### src/rtl/mqd_pkg.sv
// Shared constants, register indexes and lane types for the quadrature decoder.
// No dependencies; every other file of the block imports this package.
`default_nettype none
package mqd_pkg;

    localparam int CHANNELS    = 6;
    localparam int COUNT_WIDTH = 16;
    localparam int LIMIT_WIDTH = 16;

    // Widest value used in the limit compare: both sides sign-extended to this.
    localparam int CMP_WIDTH = ((COUNT_WIDTH > LIMIT_WIDTH) ? COUNT_WIDTH : LIMIT_WIDTH) + 1;

    localparam int IN_FIELD_W  = 2 * CHANNELS;
    localparam int IN_TDATA_W  = ((IN_FIELD_W + 7) / 8) * 8;
    localparam int OUT_FIELD_W = CHANNELS * COUNT_WIDTH + CHANNELS;
    localparam int OUT_TDATA_W = ((OUT_FIELD_W + 7) / 8) * 8;

    localparam int CFG_ADDR_W = 1;
    localparam int CFG_DATA_W = LIMIT_WIDTH;

    typedef enum logic [CFG_ADDR_W-1:0] {
        REG_MAX_LIMIT = 1'b0,
        REG_MIN_LIMIT = 1'b1
    } cfg_reg_t;

    localparam logic signed [LIMIT_WIDTH-1:0] MAX_LIMIT_RST = {1'b0, {(LIMIT_WIDTH-1){1'b1}}};
    localparam logic signed [LIMIT_WIDTH-1:0] MIN_LIMIT_RST = {1'b1, {(LIMIT_WIDTH-1){1'b0}}};

    localparam logic signed [COUNT_WIDTH-1:0] COUNT_MAX = {1'b0, {(COUNT_WIDTH-1){1'b1}}};
    localparam logic signed [COUNT_WIDTH-1:0] COUNT_MIN = {1'b1, {(COUNT_WIDTH-1){1'b0}}};

    // Step codes: difference of Gray-cycle positions, mod 4.
    localparam logic [1:0] STEP_UP   = 2'b01;
    localparam logic [1:0] STEP_DOWN = 2'b11;

    typedef struct packed {
        logic signed [COUNT_WIDTH-1:0] count;
        logic                          stalled;
    } lane_result_t;

    // Position of a phase in the cycle 00,01,11,10.
    function automatic logic [1:0] gray_pos(input logic [1:0] phase);
        gray_pos = {phase[1], phase[1] ^ phase[0]};
    endfunction

endpackage
`default_nettype wire

### src/rtl/multichannel_quadrature_decoder_top.sv
// Top level of the six-channel x4 quadrature decoder.
// Depends on mqd_pkg, mqd_lane and mqd_merge.
`default_nettype none
// Each request on the s_ side is one sample of the A and B pins of all six
// channels; each produces exactly one result on the m_ side with the six
// signed 16-bit counts and the sticky stall mask after that sample. Steps
// along 00,01,11,10 count up, the reverse counts down, repeats and two-bit
// jumps are ignored, and counts saturate at the 16-bit bounds. The first
// sample after reset only loads the phase history. Stall flags set when an
// up step ends at or above max_limit or a down step ends at or below
// min_limit, and stay set until reset. Throughput is one sample per clock unless
// a held result drops s_tready: six lanes update in parallel, and the registered
// result stage lets a new sample in on the same edge the previous result leaves.
// Each result appears in the cycle after its request is taken. The user writes limits
// via cfg_we/cfg_addr/cfg_wdata (0 = max_limit, 1 = min_limit) only while idle; not enforced.
module multichannel_quadrature_decoder_top (
    input  wire logic                                aclk,
    input  wire logic                                aresetn,
    // configuration write port
    input  wire logic                                cfg_we,
    input  wire logic [mqd_pkg::CFG_ADDR_W-1:0]      cfg_addr,
    input  wire logic [mqd_pkg::CFG_DATA_W-1:0]      cfg_wdata,
    // sample requests
    input  wire logic                                s_tvalid,
    output logic                                     s_tready,
    input  wire logic [mqd_pkg::IN_TDATA_W-1:0]      s_tdata,  // enc_a[5:0], enc_b[11:6], pad
    // results
    output logic                                     m_tvalid,
    input  wire logic                                m_tready,
    output logic [mqd_pkg::OUT_TDATA_W-1:0]          m_tdata   // count_ch0..5 (16b each), stall_mask, pad
);
    import mqd_pkg::*;

    logic signed [LIMIT_WIDTH-1:0]      max_limit_reg;
    logic signed [LIMIT_WIDTH-1:0]      min_limit_reg;
    logic                               primed_reg;
    logic                               step;
    logic [CHANNELS-1:0]                enc_a;
    logic [CHANNELS-1:0]                enc_b;
    lane_result_t [CHANNELS-1:0]        lane_next;

    // Take a new sample whenever the result slot is free or being emptied.
    assign s_tready = !m_tvalid || m_tready;
    assign step     = s_tvalid && s_tready;

    assign enc_a = s_tdata[CHANNELS-1:0];
    assign enc_b = s_tdata[2*CHANNELS-1:CHANNELS];

    // Limit registers
    always_ff @(posedge aclk) begin
        if (!aresetn) begin
            max_limit_reg <= MAX_LIMIT_RST;
            min_limit_reg <= MIN_LIMIT_RST;
        end else if (cfg_we) begin
            case (cfg_addr)
                REG_MAX_LIMIT: max_limit_reg <= cfg_wdata;
                REG_MIN_LIMIT: min_limit_reg <= cfg_wdata;
                default: ;
            endcase
        end
    end

    // First sample only primes the phase history.
    always_ff @(posedge aclk) begin
        if (!aresetn) begin
            primed_reg <= 1'b0;
        end else if (step) begin
            primed_reg <= 1'b1;
        end
    end

    for (genvar g = 0; g < CHANNELS; g++) begin : g_lane
        mqd_lane u_lane (
            .aclk      (aclk),
            .aresetn   (aresetn),
            .step      (step),
            .primed    (primed_reg),
            .enc_a     (enc_a[g]),
            .enc_b     (enc_b[g]),
            .max_limit (max_limit_reg),
            .min_limit (min_limit_reg),
            .lane_next (lane_next[g])
        );
    end

    mqd_merge u_merge (
        .aclk      (aclk),
        .aresetn   (aresetn),
        .load      (step),
        .lane_next (lane_next),
        .m_tvalid  (m_tvalid),
        .m_tready  (m_tready),
        .m_tdata   (m_tdata)
    );

endmodule
`default_nettype wire

### src/rtl/mqd_lane.sv
// One decoder channel: phase history, saturating position count and stall flag.
// Depends on mqd_pkg.
`default_nettype none
module mqd_lane (
    input  wire logic                                 aclk,
    input  wire logic                                 aresetn,
    input  wire logic                                 step,
    input  wire logic                                 primed,
    input  wire logic                                 enc_a,
    input  wire logic                                 enc_b,
    input  wire logic signed [mqd_pkg::LIMIT_WIDTH-1:0] max_limit,
    input  wire logic signed [mqd_pkg::LIMIT_WIDTH-1:0] min_limit,
    output mqd_pkg::lane_result_t                     lane_next
);
    import mqd_pkg::*;

    logic [1:0]                    phase_reg;
    logic signed [COUNT_WIDTH-1:0] count_reg;
    logic                          stalled_reg;

    logic [1:0]                    cur_phase;
    logic [1:0]                    diff;
    logic signed [COUNT_WIDTH-1:0] count_next;
    logic                          stalled_next;
    logic signed [CMP_WIDTH-1:0]   count_ext;
    logic signed [CMP_WIDTH-1:0]   max_ext;
    logic signed [CMP_WIDTH-1:0]   min_ext;

    always_comb begin
        cur_phase    = {enc_a, enc_b};
        diff         = gray_pos(cur_phase) - gray_pos(phase_reg);
        count_next   = count_reg;
        stalled_next = stalled_reg;
        if (primed) begin
            case (diff)
                STEP_UP: begin
                    if (count_reg != COUNT_MAX) begin
                        count_next = count_reg + COUNT_WIDTH'(1);
                    end
                end
                STEP_DOWN: begin
                    if (count_reg != COUNT_MIN) begin
                        count_next = count_reg - COUNT_WIDTH'(1);
                    end
                end
                default: ;
            endcase
        end
        count_ext = CMP_WIDTH'(count_next);
        max_ext   = CMP_WIDTH'(max_limit);
        min_ext   = CMP_WIDTH'(min_limit);
        if (primed && diff == STEP_UP && count_ext >= max_ext) begin
            stalled_next = 1'b1;
        end
        if (primed && diff == STEP_DOWN && count_ext <= min_ext) begin
            stalled_next = 1'b1;
        end
        lane_next.count   = count_next;
        lane_next.stalled = stalled_next;
    end

    always_ff @(posedge aclk) begin
        if (!aresetn) begin
            phase_reg   <= 2'b00;
            count_reg   <= '0;
            stalled_reg <= 1'b0;
        end else if (step) begin
            phase_reg   <= cur_phase;
            count_reg   <= count_next;
            stalled_reg <= stalled_next;
        end
    end

endmodule
`default_nettype wire

### src/rtl/mqd_merge.sv
// Result stage: gathers the lane results into one output word and holds it
// until the downstream side takes it. Depends on mqd_pkg.
`default_nettype none
module mqd_merge (
    input  wire logic                                         aclk,
    input  wire logic                                         aresetn,
    input  wire logic                                         load,
    input  wire mqd_pkg::lane_result_t [mqd_pkg::CHANNELS-1:0] lane_next,
    output logic                                              m_tvalid,
    input  wire logic                                         m_tready,
    output logic [mqd_pkg::OUT_TDATA_W-1:0]                   m_tdata
);
    import mqd_pkg::*;

    logic                   valid_reg;
    logic [OUT_TDATA_W-1:0] data_reg;
    logic [OUT_TDATA_W-1:0] data_next;

    always_comb begin
        data_next = '0;
        for (int i = 0; i < CHANNELS; i++) begin
            data_next[i*COUNT_WIDTH +: COUNT_WIDTH] = lane_next[i].count;
            data_next[CHANNELS*COUNT_WIDTH + i]     = lane_next[i].stalled;
        end
    end

    always_ff @(posedge aclk) begin
        if (!aresetn) begin
            valid_reg <= 1'b0;
        end else if (load) begin
            valid_reg <= 1'b1;
        end else if (m_tready) begin
            valid_reg <= 1'b0;
        end
    end

    always_ff @(posedge aclk) begin
        if (load) begin
            data_reg <= data_next;
        end
    end

    assign m_tvalid = valid_reg;
    assign m_tdata  = data_reg;

endmodule
`default_nettype wire

### config.mk
export PLATFORM = sky130hd
export DESIGN_NAME = multichannel_quadrature_decoder_top
export DESIGN_NICKNAME = d
export VERILOG_FILES = /design/src/rtl/mqd_pkg.sv /design/src/rtl/multichannel_quadrature_decoder_top.sv /design/src/rtl/mqd_lane.sv /design/src/rtl/mqd_merge.sv
export SDC_FILE = /design/constraint.sdc
export NUM_CORES = 1
export LEC_CHECK = 0
export ABC_AREA = 0
export BUFFER_PORTS_ARGS = -buffer_cell sky130_fd_sc_hd__buf_2
export CORE_UTILIZATION = 30
export DETAILED_ROUTE_END_ITERATION = 7
export GPL_TIMING_DRIVEN = 0
export HOLD_SLACK_MARGIN = 0.15
export MAX_ROUTING_LAYER = met4
export PLACE_DENSITY = 0.42
export SKIP_CTS_REPAIR_TIMING = 1
export SYNTH_ARGS = -nofsm -noshare
export SYNTH_HDL_FRONTEND = slang
export SYNTH_SLANG_ARGS = --single-unit
### constraint.sdc
create_clock -name aclk -period 7.2 [get_ports aclk]
set_input_delay 1.44 -clock aclk [delete_from_list [all_inputs] [get_ports aclk]]
set_output_delay 1.44 -clock aclk [all_outputs]
set_load 0.01 [all_outputs]
# Word-level counts from Yosys, hierarchy flattened
# Index checks and enable logic that the tools add are counted.
[op_classes]
addsub = 18
n_lt_le_gt_ge = 12
n_eq_ne = 24
n_mux = 38
n_bitwise = 13
n_reduce_logical = 30
[ops]
columns = ["operator", "count"]
rows = [
  ["$mux 16", 18],
  ["$ne 16x16->1 const B", 12],
  ["$pmux 16 s2", 6],
  ["$add 16x2->16 const B", 6],
  ["$ge 16x16->1", 6],
  ["$le 16x16->1", 6],
  ["$sub 16x2->16 const B", 6],
  ["$logic_and 1x1->1", 25],
  ["$mux 1", 14],
  ["$eq 2x1->1 const B", 6],
  ["$eq 2x2->1 const B", 6],
  ["$sub 2x2->2", 6],
  ["$xor 1x1->1", 12],
  ["$reduce_and 2->1", 2],
  ["$reduce_bool 2->1", 1],
  ["$logic_not 1->1", 1],
  ["$logic_or 1x1->1", 1],
  ["$not 1->1", 1],
]
[word_totals]
regBits = 250
inputBits = 38
word_cells = 158

# Logic depth before layout (Yosys ltp)
# Gate-level depths: netlist of run 1.
[logic_depth]
ltp_word = 9
ltp_mapped = 18
mapped_depth_nobuf = 17

# By module
# From an unflattened synthesis of run 1, not the netlist that was laid out.
[hier_totals]
cells_unflattened = 2409
hier_area_um2 = 20500.9
[by_module_without_submodules]
columns = ["mod", "instances", "cells_per_inst", "area_each_um2", "seq_area_each_um2"]
rows = [
  ["mqd_lane at g_lane[0].u_lane ...", 5, 357, 2663.8, 380.4],
  ["mqd_merge", 1, 108, 3123.0, 3083.0],
  ["mqd_lane at g_lane[1].u_lane", 1, 367, 2672.6, 380.4],
  ["multichannel_quadrature_decoder_top", 1, 149, 1386.3, 660.6],
]

# Worst setup path after synthesis of run 1
# No wires, ideal clock.
[synth_timing]
kind = "input port to flip-flop"
startpoint = "in m_tready"
endpoint = "reg u_merge.data_reg[0] (netlist: u_merge.m_tdata[0]), enable pin"
t_arrival_ns = 5.067
required_ns = 6.694
setup_slack_ns = 1.627
cell_stages = 5
path_buffers = 2
path_cell_list = "nand2b_1 -> nand2_1 -> inv_1 -> clkbuf_1 -> clkbuf_1"
[synth_via]
elab_chain_len = 2
[synth_rtl]
columns = ["element", "line", "rtl"]
rows = [
  ["start: declaration", "multichannel_quadrature_decoder_top.sv:29", "input wire logic m_tready,"],
  ["$logic_or 1x1->1", "multichannel_quadrature_decoder_top.sv:43", "assign s_tready = !m_tvalid || m_tready;"],
  ["$logic_and 1x1->1", "multichannel_quadrature_decoder_top.sv:44", "assign step = s_tvalid && s_tready;"],
  ["net g_lane[0].u_lane.step", "mqd_lane.sv:7", "input wire logic step,"],
  ["end signal: assignment", "mqd_merge.sv:39", "data_reg <= data_next;"],
  ["end: declaration", "mqd_merge.sv:16", "logic [OUT_TDATA_W-1:0] data_reg;"],
]
# The timed path passes the listed nets, and every way through them passes these cells.
# A chain may end at the register's enable or synchronous reset.

# Worst setup path in the final report of run 1
[layout_timing]
startpoint = "in s_tdata[2] (netlist name)"
endpoint = "reg u_merge.data_reg[98] (netlist: u_merge.m_tdata[98]) (data pin)"
[layout_via]
elab_chain_len = 9
word_cells_on_any_way = 14
cone_classes = "add/sub (1); order compare (2); eq/ne (2); mux (4); bitwise (1); reduce/logical (4)"
[layout_rtl]
columns = ["element", "line", "rtl"]
rows = [
  ["start: declaration", "multichannel_quadrature_decoder_top.sv:26", "input wire logic [mqd_pkg::IN_TDATA_W-1:0] s_tdata,"],
  ["$xor 1x1->1", "mqd_pkg.sv:43", "gray_pos = {phase[1], phase[1] ^ phase[0]};"],
  ["$sub 2x2->2 (*)", "mqd_lane.sv:31", "diff = gray_pos(cur_phase) - gray_pos(phase_reg);"],
  ["$eq 2x2->1 or $eq 2x1->1 (tied branches)", "mqd_lane.sv:35", "case (diff)"],
  ["$pmux 16 s2 (*)", "mqd_lane.sv:35", ""],
  ["$mux 16 (*)", "mqd_lane.sv:34", "if (primed) begin"],
  ["net g_lane[2].u_lane.count_next[13]", "mqd_lane.sv:23", "logic signed [COUNT_WIDTH-1:0] count_next;"],
  ["$ge 16x16->1", "mqd_lane.sv:52", "if (primed && diff == STEP_UP && count_ext >= max_ext) begin"],
  ["$logic_and 1x1->1", "mqd_lane.sv:52", ""],
  ["$mux 1", "mqd_lane.sv:52", ""],
  ["$mux 1 (*)", "mqd_lane.sv:55", "if (primed && diff == STEP_DOWN && count_ext <= min_ext) begin"],
  ["net g_lane[2].u_lane.stalled_next", "mqd_lane.sv:24", "logic stalled_next;"],
]
# The timed path passes the listed nets; every way through them passes the cells marked *.

==> impl_metrics.sql, run 1 <==
INSERT INTO impl_metrics (metric_group, metric, value, unit) VALUES
('clock_tree', 'clockBufferDepth', '3', ''),
('clock_tree', 'cts_tree', 'built', ''),
('global_route', 'maximum_number_of_pins_on_one_net_before_global_route_repair', '46', ''),
('floorplanning', 'start_util', '30.5', '%'),
('worst_setup_path', 'r2r-end', 'u_merge.m_tdata[96]$_DFFE_PP_', ''),
('placed_design', 'port_buffers', '136', ''),
('run_status', 'failed_checks', 'max-capacitance violations, max-slew violations', ''),
('finish', 'final_layout_size_suffix_gt1_share', '10.0', '%'),
('sta', 'max_slew.worst_pin.slew', '1500', 'ps'),
('sta', 'timing_hold_violations_final', '0', ''),
('sta', 'finalMaxSlewViolations', '10', ''),
('detailed_routing', 'detail-route-antenna-nets', '0', ''),
('placed_design', 'gpl.final_weighted_congestion', '0.917', ''),
('yosys', 'synth.ff_latch_count', '250', ''),
('worst_setup_path', 'max_stage_delay', '560', 'ps'),
('global_route', 'grt_pass1_vias', '17329', ''),
('hold_path', 'holdCritStartpoint', 'g_lane[1].u_lane.stalled_reg$_SDFFE_PN0P_', ''),
('global_route', 'globalRoute.totalOverflow', '0', ''),
('yosys', 'synth.yosys.warnings', '0', ''),
('worst_setup_path', 'critical_path.reg2reg.startpoint', 'primed_reg$_SDFFE_PN0P_', ''),
('sta', 'fmax', '0.173', 'GHz'),
('detailed_routing', 'drt-wirelength-per-cell', '23.8', 'um'),
('clock_tree', 'clock_insertion_delay_worst_skew', '550', 'ps'),
('sta', 'slew-limit-headroom', '-0.193', '%'),
('finish', 'post-route-util', '35.1', '%'),
('worst_setup_path', 'critical_path.top_delay_family', 'compound AO/OA/AOI/OAI gates', ''),
('power', 'ir_worst_vdd', '0.000134', 'V'),
('placed_design', 'hpwlAfterDp', '57.9', 'mm'),
('clock_tree', 'clk_root_buffer_cell', 'sky130_fd_sc_hd__clkbuf_16', ''),
('floorplanning', 'die_h', '253', 'um'),
('floorplanning', 'die_x_extent', '253', 'um'),
('finish', 'area_growth_syn_to_layout', '15.3', '%'),
('yosys', 'ys_seq_area_share', '31.9', '%'),
('hold_path', 'worst_hold_path.num_cells', '2', ''),
('power', 'leakagePower', '8.91', 'nW'),
('sta', 'rsz0062_at_grt', 'false', ''),
('floorplanning', 'rows', '91', ''),
('global_route', 'grt.total_usage', '25.0', '%'),
('sta', 'worst_clock_skew', '12.4', 'ps'),
('yosys', 'yosys_most_used_dff', 'sky130_fd_sc_hd__dfxtp_1', ''),
('worst_setup_path', 'path_max_fanout', '8', ''),
('detailed_routing', 'vias_per_cell', '5.58', ''),
('yosys', 'synth.largest_area_cell', 'sky130_fd_sc_hd__edfxtp_1', ''),
('hold_path', 'worst_hold_path.endpoint', 'g_lane[1].u_lane.stalled_reg$_SDFFE_PN0P_', ''),
('yosys', 'syn-instance-count', '2268', ''),
('run_status', 'status', 'finished with violations', ''),
('worst_setup_path', 'criticalPathCategory', 'in -> reg', ''),
('hold_path', 'min-delay-path-class', 'reg -> reg', ''),
('finish', 'largest_register_ff_count', '102', ''),
('worst_setup_path', 'r2r_cells', '12', ''),
('clock_tree', 'cts_inserted_buffers', '35', ''),
('clock_tree', 'htree_levels', '2', ''),
('run', 'drv_cap', '1', ''),
('worst_setup_path', 'start_kind', 'input pin', ''),
('sta', 'setup-tns-final', '0', 'ps'),
('detailed_routing', 'drcViolationCount', '0', ''),
('detailed_routing', 'total_number_of_vias', '18486', ''),
('floorplanning', 'die-area', '63900', 'um2'),
('clock_tree', 'clkSlewWorstSetupHoldPaths', '60', 'ps'),
('sta', 'period_needed', '5770', 'ps'),
('detailed_routing', 'routed_wirelength', '78.9', 'mm'),
('worst_setup_path', 'cp_cell_sequence', 'buf_2, xnor2_1, ha_1, nor2b_1, clkbuf_1, nand2_1, a21oi_1, a2bb2oi_1, o21ai_0, o21ai_0, ha_1, and4_1, nand2_1, nor4_1, a221oi_1, mux2i_1, a2111oi_0, a21oi_1', ''),
('worst_setup_path', 'worst_ep_required_time', '7460', 'ps'),
('worst_setup_path', 'cp-end-kind', 'flip-flop', ''),
('yosys', 'synth_enable_flop_cells', '102', ''),
('sta', 'final-setup-viol-count', '0', ''),
('worst_setup_path', 'r2r_slack', '1770', 'ps'),
('sta', 'min_period_over_period', '80.2', '%'),
('floorplanning', 'top_level_ports', '144', ''),
('detailed_routing', 'dr_pass1_iterations', '6', ''),
('worst_setup_path', 'crit_buf_inv', '2', '');
-- where the power goes --
group / internal, W / switching [W] / total [W]
clock network: 0.000962 / 0.000709 / 0.00167
registers: 0.00159 / 0.0000537 / 0.00165
logic: 0.000534 / 0.00105 / 0.00159
-- worst min-delay path, stage by stage (launching register included) --
cell	delay (ps)
sky130_fd_sc_hd__dfxtp_1	320
sky130_fd_sc_hd__nand2_1	40
sky130_fd_sc_hd__o21ai_0	50
-- Yosys cell counts (25+ instances only) --
| master | count |
|---|---|
| sky130_fd_sc_hd__or3_1 | 41 |
| sky130_fd_sc_hd__nand2_1 | 253 |
| sky130_fd_sc_hd__nand2b_1 | 25 |
| sky130_fd_sc_hd__xor2_1 | 44 |
| sky130_fd_sc_hd__ha_1 | 214 |
| sky130_fd_sc_hd__and3_1 | 29 |
| sky130_fd_sc_hd__o211ai_1 | 42 |
| sky130_fd_sc_hd__nor3_1 | 55 |
| sky130_fd_sc_hd__a21oi_1 | 186 |
| sky130_fd_sc_hd__xnor2_1 | 45 |
| sky130_fd_sc_hd__a21o_1 | 31 |
| sky130_fd_sc_hd__dfxtp_1 | 148 |
| sky130_fd_sc_hd__nand4_1 | 49 |
| sky130_fd_sc_hd__nor2_1 | 187 |
| sky130_fd_sc_hd__inv_1 | 78 |
| sky130_fd_sc_hd__edfxtp_1 | 102 |
| sky130_fd_sc_hd__a211oi_1 | 25 |
| sky130_fd_sc_hd__o21ai_0 | 155 |
| sky130_fd_sc_hd__clkbuf_1 | 112 |
| sky130_fd_sc_hd__nand3_1 | 79 |
-- per-stage QoR --
stage / hold slack (ps) / setup slack [ps] / std cells / cell area [um2]
CTS: 451 / 1470 / 3308 / 21800
floorplan: 416 / 1630 / 2269 / 18900
global route: 467 / 1160 / 3313 / 21800
detailed placement: 437 / 893 / 3245 / 20700
finish: 449 / 1430 / 3314 / 21800
global placement: 426 / -1340 / 3242 / 20600
-- final cells by class --
| cell class | instances | area, um2 |
|---|---|---|
| fillers | 6545 | 40200 |
| multi-input cells | 1809 | 12000 |
| flip-flops and latches | 250 | 6030 |
| well taps | 837 | 1050 |
| clock buffers | 45 | 976 |
| repair buffers | 139 | 733 |
| plain buffers | 131 | 532 |
| inverters | 79 | 297 |
| clock inverters | 18 | 106 |
| diodes | 6 | 15.0 |
-- worst max-delay path by stage --
stage                from                                          end  slack, ps  cells after the start
2_1_floorplan    m_tready                 u_merge.m_tdata[0]$_DFFE_PP_       1630                      5
3_3_place_gp     m_tready  g_lane[2].u_lane.count_reg[10]$_SDFFE_PN0P_      -1340                      7
3_5_place_dp   s_tdata[2]                u_merge.m_tdata[98]$_DFFE_PP_        890                     18
4_1_cts        s_tdata[2]                u_merge.m_tdata[98]$_DFFE_PP_       1470                     18
5_1_grt        s_tdata[2]                u_merge.m_tdata[98]$_DFFE_PP_       1160                     18
6_report       s_tdata[2]                u_merge.m_tdata[98]$_DFFE_PP_       1430                     18
-- cell usage in the layout (no fill, tap or decap), types with 8 or more instances in the layout --
cell type	n
sky130_fd_sc_hd__nand3_1	79
sky130_fd_sc_hd__and4_1	14
sky130_fd_sc_hd__a21oi_1	186
sky130_fd_sc_hd__or4_1	10
sky130_fd_sc_hd__dfxtp_1	148
sky130_fd_sc_hd__ha_1	214
sky130_fd_sc_hd__buf_2	145
sky130_fd_sc_hd__o31a_1	8
sky130_fd_sc_hd__nand3b_1	9
sky130_fd_sc_hd__mux2i_1	13
sky130_fd_sc_hd__a211oi_1	25
sky130_fd_sc_hd__o22ai_1	22
sky130_fd_sc_hd__clkbuf_16	37
sky130_fd_sc_hd__and2_1	10
sky130_fd_sc_hd__o21ai_0	155
sky130_fd_sc_hd__clkbuf_1	117
sky130_fd_sc_hd__o31ai_1	10
sky130_fd_sc_hd__nand4_1	49
sky130_fd_sc_hd__nand2b_1	25
sky130_fd_sc_hd__nor2b_1	16
sky130_fd_sc_hd__a21o_1	31
sky130_fd_sc_hd__o21a_1	13
sky130_fd_sc_hd__o211ai_1	42
sky130_fd_sc_hd__or3_1	41
sky130_fd_sc_hd__nand2_1	253
sky130_fd_sc_hd__a311oi_1	8
sky130_fd_sc_hd__a31oi_1	18
sky130_fd_sc_hd__xnor2_1	45
sky130_fd_sc_hd__edfxtp_1	102
sky130_fd_sc_hd__a22oi_1	10
sky130_fd_sc_hd__and3_1	29
sky130_fd_sc_hd__clkinv_2	9
sky130_fd_sc_hd__xor2_1	44
sky130_fd_sc_hd__inv_1	78
sky130_fd_sc_hd__a221oi_1	10
sky130_fd_sc_hd__nor4_1	24
sky130_fd_sc_hd__nor3_1	55
sky130_fd_sc_hd__nor2_1	187
-- metal layers --
metal  vias to the layer above  wire length, um  GRT usage [%]
met4                         0             2790           8.66
li1                       8858                -              -
met1                      8906            34900           31.5
met3                       117             4260           3.74
met5                         -                0              -
met2                       605            36900           40.7
-- cell families (layout without fill, tap and decap cells) --
| logic type | count (synthesis) | in the layout | share of synthesized area (%) |
|---|---|---|---|
| AND/OR/NAND/NOR | 841 | 841 | 22.2 |
| AO/OA/AOI/OAI | 640 | 640 | 21.7 |
| flip-flops | 250 | 250 | 31.9 |
| adder cells (fa/ha/maj) | 214 | 214 | 14.2 |
| buffers and inverters | 210 | 412 | 4.37 |
| XOR/XNOR | 93 | 93 | 4.58 |
| multiplexers | 19 | 19 | 1.05 |
| other | 1 | 8 | 0.0199 |
No activity file was read; power rests on OpenSTA's default activity.
==> run 2, diff against run 1 <==
clock period = 5.7 ns   (was 7.2 ns; I/O delays follow)
==> impl_metrics.sql, run 2 (same netlist as run 1, synthesis figures left out) <==
INSERT INTO impl_metrics (metric_group, metric, value, unit) VALUES
('sta', 'fmax', '0.184', 'GHz'),
('hold_path', 'worst_hold_path.endpoint', 'g_lane[1].u_lane.stalled_reg$_SDFFE_PN0P_', ''),
('detailed_routing', 'drt-initial-drc-count', '1322', ''),
('run_status', 'failed_checks', 'max-capacitance violations', ''),
('global_route', 'maximum_number_of_pins_on_one_net_before_global_route_repair', '46', ''),
('run', 'drv_cap', '1', ''),
('sta', 'timing_hold_violations_final', '0', ''),
('detailed_routing', 'drt-wirelength-per-cell', '23.8', 'um'),
('worst_setup_path', 'worstPathArrival', '5690', 'ps'),
('finish', 'design.final.nets', '2697', ''),
('global_route', 'globalRoute.totalOverflow', '0', ''),
('placed_design', 'port_buffers', '136', ''),
('clock_tree', 'clkSlewWorstSetupHoldPaths', '60', 'ps'),
('floorplanning', 'die_h', '253', 'um'),
('finish', 'mostFrequentLayoutCells', 'sky130_fd_sc_hd__nand2_1 (253), sky130_fd_sc_hd__ha_1 (214), sky130_fd_sc_hd__nor2_1 (187)', ''),
('global_route', 'antenna_found_initial', '5', ''),
('global_route', 'grt_pass1_vias', '17329', ''),
('placed_design', 'hpwlAfterDp', '57.9', 'mm'),
('finish', 'most_common_cell_after_layout_fill_and_taps_aside', 'sky130_fd_sc_hd__nand2_1', ''),
('sta', 'rsz0062_at_grt', 'false', ''),
('power', 'leakagePower', '8.91', 'nW'),
('sta', 'worst_clock_skew', '14.3', 'ps'),
('clock_tree', 'clockBufferDepth', '3', ''),
('clock_tree', 'cts_inserted_buffers', '35', ''),
('power', 'design_power_total', '0.00621', 'W'),
('worst_setup_path', 'worst_ep_required_time', '5970', 'ps'),
('clock_tree', 'tritoncts_num_sinks', '250', ''),
('detailed_routing', 'detail-route-antenna-nets', '0', ''),
('global_route', 'grt_first_pass_wirelength', '115', 'mm'),
('power', 'ir_worst_vdd', '0.000171', 'V'),
('clock_tree', 'cts_tree', 'built', ''),
('worst_setup_path', 'cp-end-kind', 'flip-flop', ''),
('finish', 'final_layout_size_suffix_gt1_share', '10.0', '%'),
('sta', 'slew-limit-headroom', '0.529', '%'),
('floorplanning', 'start_util', '30.5', '%'),
('worst_setup_path', 'criticalPathCategory', 'in -> reg', ''),
('floorplanning', 'rows', '91', ''),
('hold_path', 'min-delay-path-class', 'reg -> reg', ''),
('sta', 'setup_slack_of_the_critical_path_after_layout', '278', 'ps'),
('placed_design', 'post-place-ws', '-307', 'ps'),
('finish', 'largest_register_ff_count', '102', ''),
('placed_design', 'place.detailed.instances', '3245', ''),
('clock_tree', 'htree_levels', '2', ''),
('sta', 'worst_hold_slack', '449', 'ps'),
('clock_tree', 'clk_root_buffer_cell', 'sky130_fd_sc_hd__clkbuf_16', ''),
('clock_tree', 'clock_insertion_delay_worst_skew', '560', 'ps'),
('sta', 'max_slew.worst_pin.slew', '1490', 'ps'),
('worst_setup_path', 'start_kind', 'input pin', ''),
('power', 'cellPowerDensity', '285', 'nW/um2'),
('worst_setup_path', 'r2r_cells', '12', ''),
('worst_setup_path', 'r2r-end', 'u_merge.m_tdata[96]$_DFFE_PP_', ''),
('detailed_routing', 'dr_pass1_iterations', '5', ''),
('finish', 'stdcell_count', '3314', ''),
('worst_setup_path', 'critical_path.reg2reg.startpoint', 'primed_reg$_SDFFE_PN0P_', ''),
('detailed_routing', 'total_number_of_vias', '18551', ''),
('detailed_routing', 'drcViolationCount', '0', ''),
('finish', 'area_growth_syn_to_layout', '15.3', '%'),
('hold_path', 'worst_hold_path.num_cells', '2', ''),
('floorplanning', 'die_x_extent', '253', 'um'),
('hold_path', 'holdCritStartpoint', 'g_lane[1].u_lane.stalled_reg$_SDFFE_PN0P_', ''),
('finish', 'post-route-util', '35.1', '%'),
('floorplanning', 'top_level_ports', '144', ''),
('detailed_routing', 'vias_per_cell', '5.60', ''),
('floorplanning', 'die-area', '63900', 'um2'),
('sta', 'min_period_over_period', '95.1', '%'),
('sta', 'finalMaxSlewViolations', '0', ''),
('worst_setup_path', 'r2r_slack', '340', 'ps'),
('sta', 'final-setup-viol-count', '0', ''),
('floorplanning', 'core-area', '61900', 'um2'),
('worst_setup_path', 'path_max_fanout', '8', ''),
('sta', 'period_needed', '5420', 'ps'),
('global_route', 'grt.total_usage', '25.0', '%'),
('run_status', 'status', 'finished with violations', ''),
('detailed_routing', 'routed_wirelength', '78.9', 'mm'),
('placed_design', 'gpl.final_weighted_congestion', '0.917', '');
[run 2: worst max-delay path by stage]
stage | end | slack (ps) | startpoint
6_report | u_merge.m_tdata[98]$_DFFE_PP_ | 280 | s_tdata[2]
4_1_cts | u_merge.m_tdata[98]$_DFFE_PP_ | 270 | s_tdata[2]
3_3_place_gp | g_lane[2].u_lane.count_reg[10]$_SDFFE_PN0P_ | -2540 | m_tready
5_1_grt | u_merge.m_tdata[101]$_DFFE_PP_ | 20 | g_lane[5].u_lane.count_reg[0]$_SDFFE_PN0P_
2_1_floorplan | u_merge.m_tdata[0]$_DFFE_PP_ | 430 | m_tready
3_5_place_dp | u_merge.m_tdata[98]$_DFFE_PP_ | -310 | s_tdata[2]
[run 2: critical path: stages]
cell                        delay, ps
sky130_fd_sc_hd__buf_2            130
sky130_fd_sc_hd__xnor2_1          130
sky130_fd_sc_hd__ha_1             370
sky130_fd_sc_hd__nor2b_1          130
sky130_fd_sc_hd__clkbuf_1         370
sky130_fd_sc_hd__nand2_1          210
sky130_fd_sc_hd__a21oi_1          330
sky130_fd_sc_hd__a2bb2oi_1        130
sky130_fd_sc_hd__o21ai_0          180
sky130_fd_sc_hd__o21ai_0          330
sky130_fd_sc_hd__ha_1             430
sky130_fd_sc_hd__and4_1           230
sky130_fd_sc_hd__nand2_1          100
sky130_fd_sc_hd__nor4_1           500
sky130_fd_sc_hd__a221oi_1         180
sky130_fd_sc_hd__mux2i_1          160
sky130_fd_sc_hd__a2111oi_1        490
sky130_fd_sc_hd__a21oi_1          140
[run 2: metrics by stage]
stage                     instance area [um2]  TNS (ps)
final                                   21800         0
after global routing                    21800         0
after CTS                               21800         0
after detailed placement                20700      -613
after global placement                  20600   -272980
after floorplan                         18900         0
[run 2: layer usage]
metal / vias up / track usage [%] / part of all wire, %
met1: 8955 / 31.5 / 44
met4: 0 / 8.66 / 3.6
met5: - / - / 0
met2: 620 / 40.7 / 47
met3: 121 / 3.74 / 5.6
li1: 8855 / - / -
[run 2: report_power, final]
| group | switching, W | total [W] | internal, W |
|---|---|---|---|
| registers | 0.0000679 | 0.00208 | 0.00201 |
| clock network | 0.000900 | 0.00211 | 0.00121 |
| logic | 0.00133 | 0.00201 | 0.000675 |
[run 2: cell type report]
class                   count  area [um2]
fillers                  6544       40200
multi-input cells        1809       12000
flip-flops and latches    250        6030
well taps                 837        1050
clock buffers              45         976
repair buffers            139         733
plain buffers             131         532
inverters                  79         297
clock inverters            18         106
diodes                      6        15.0
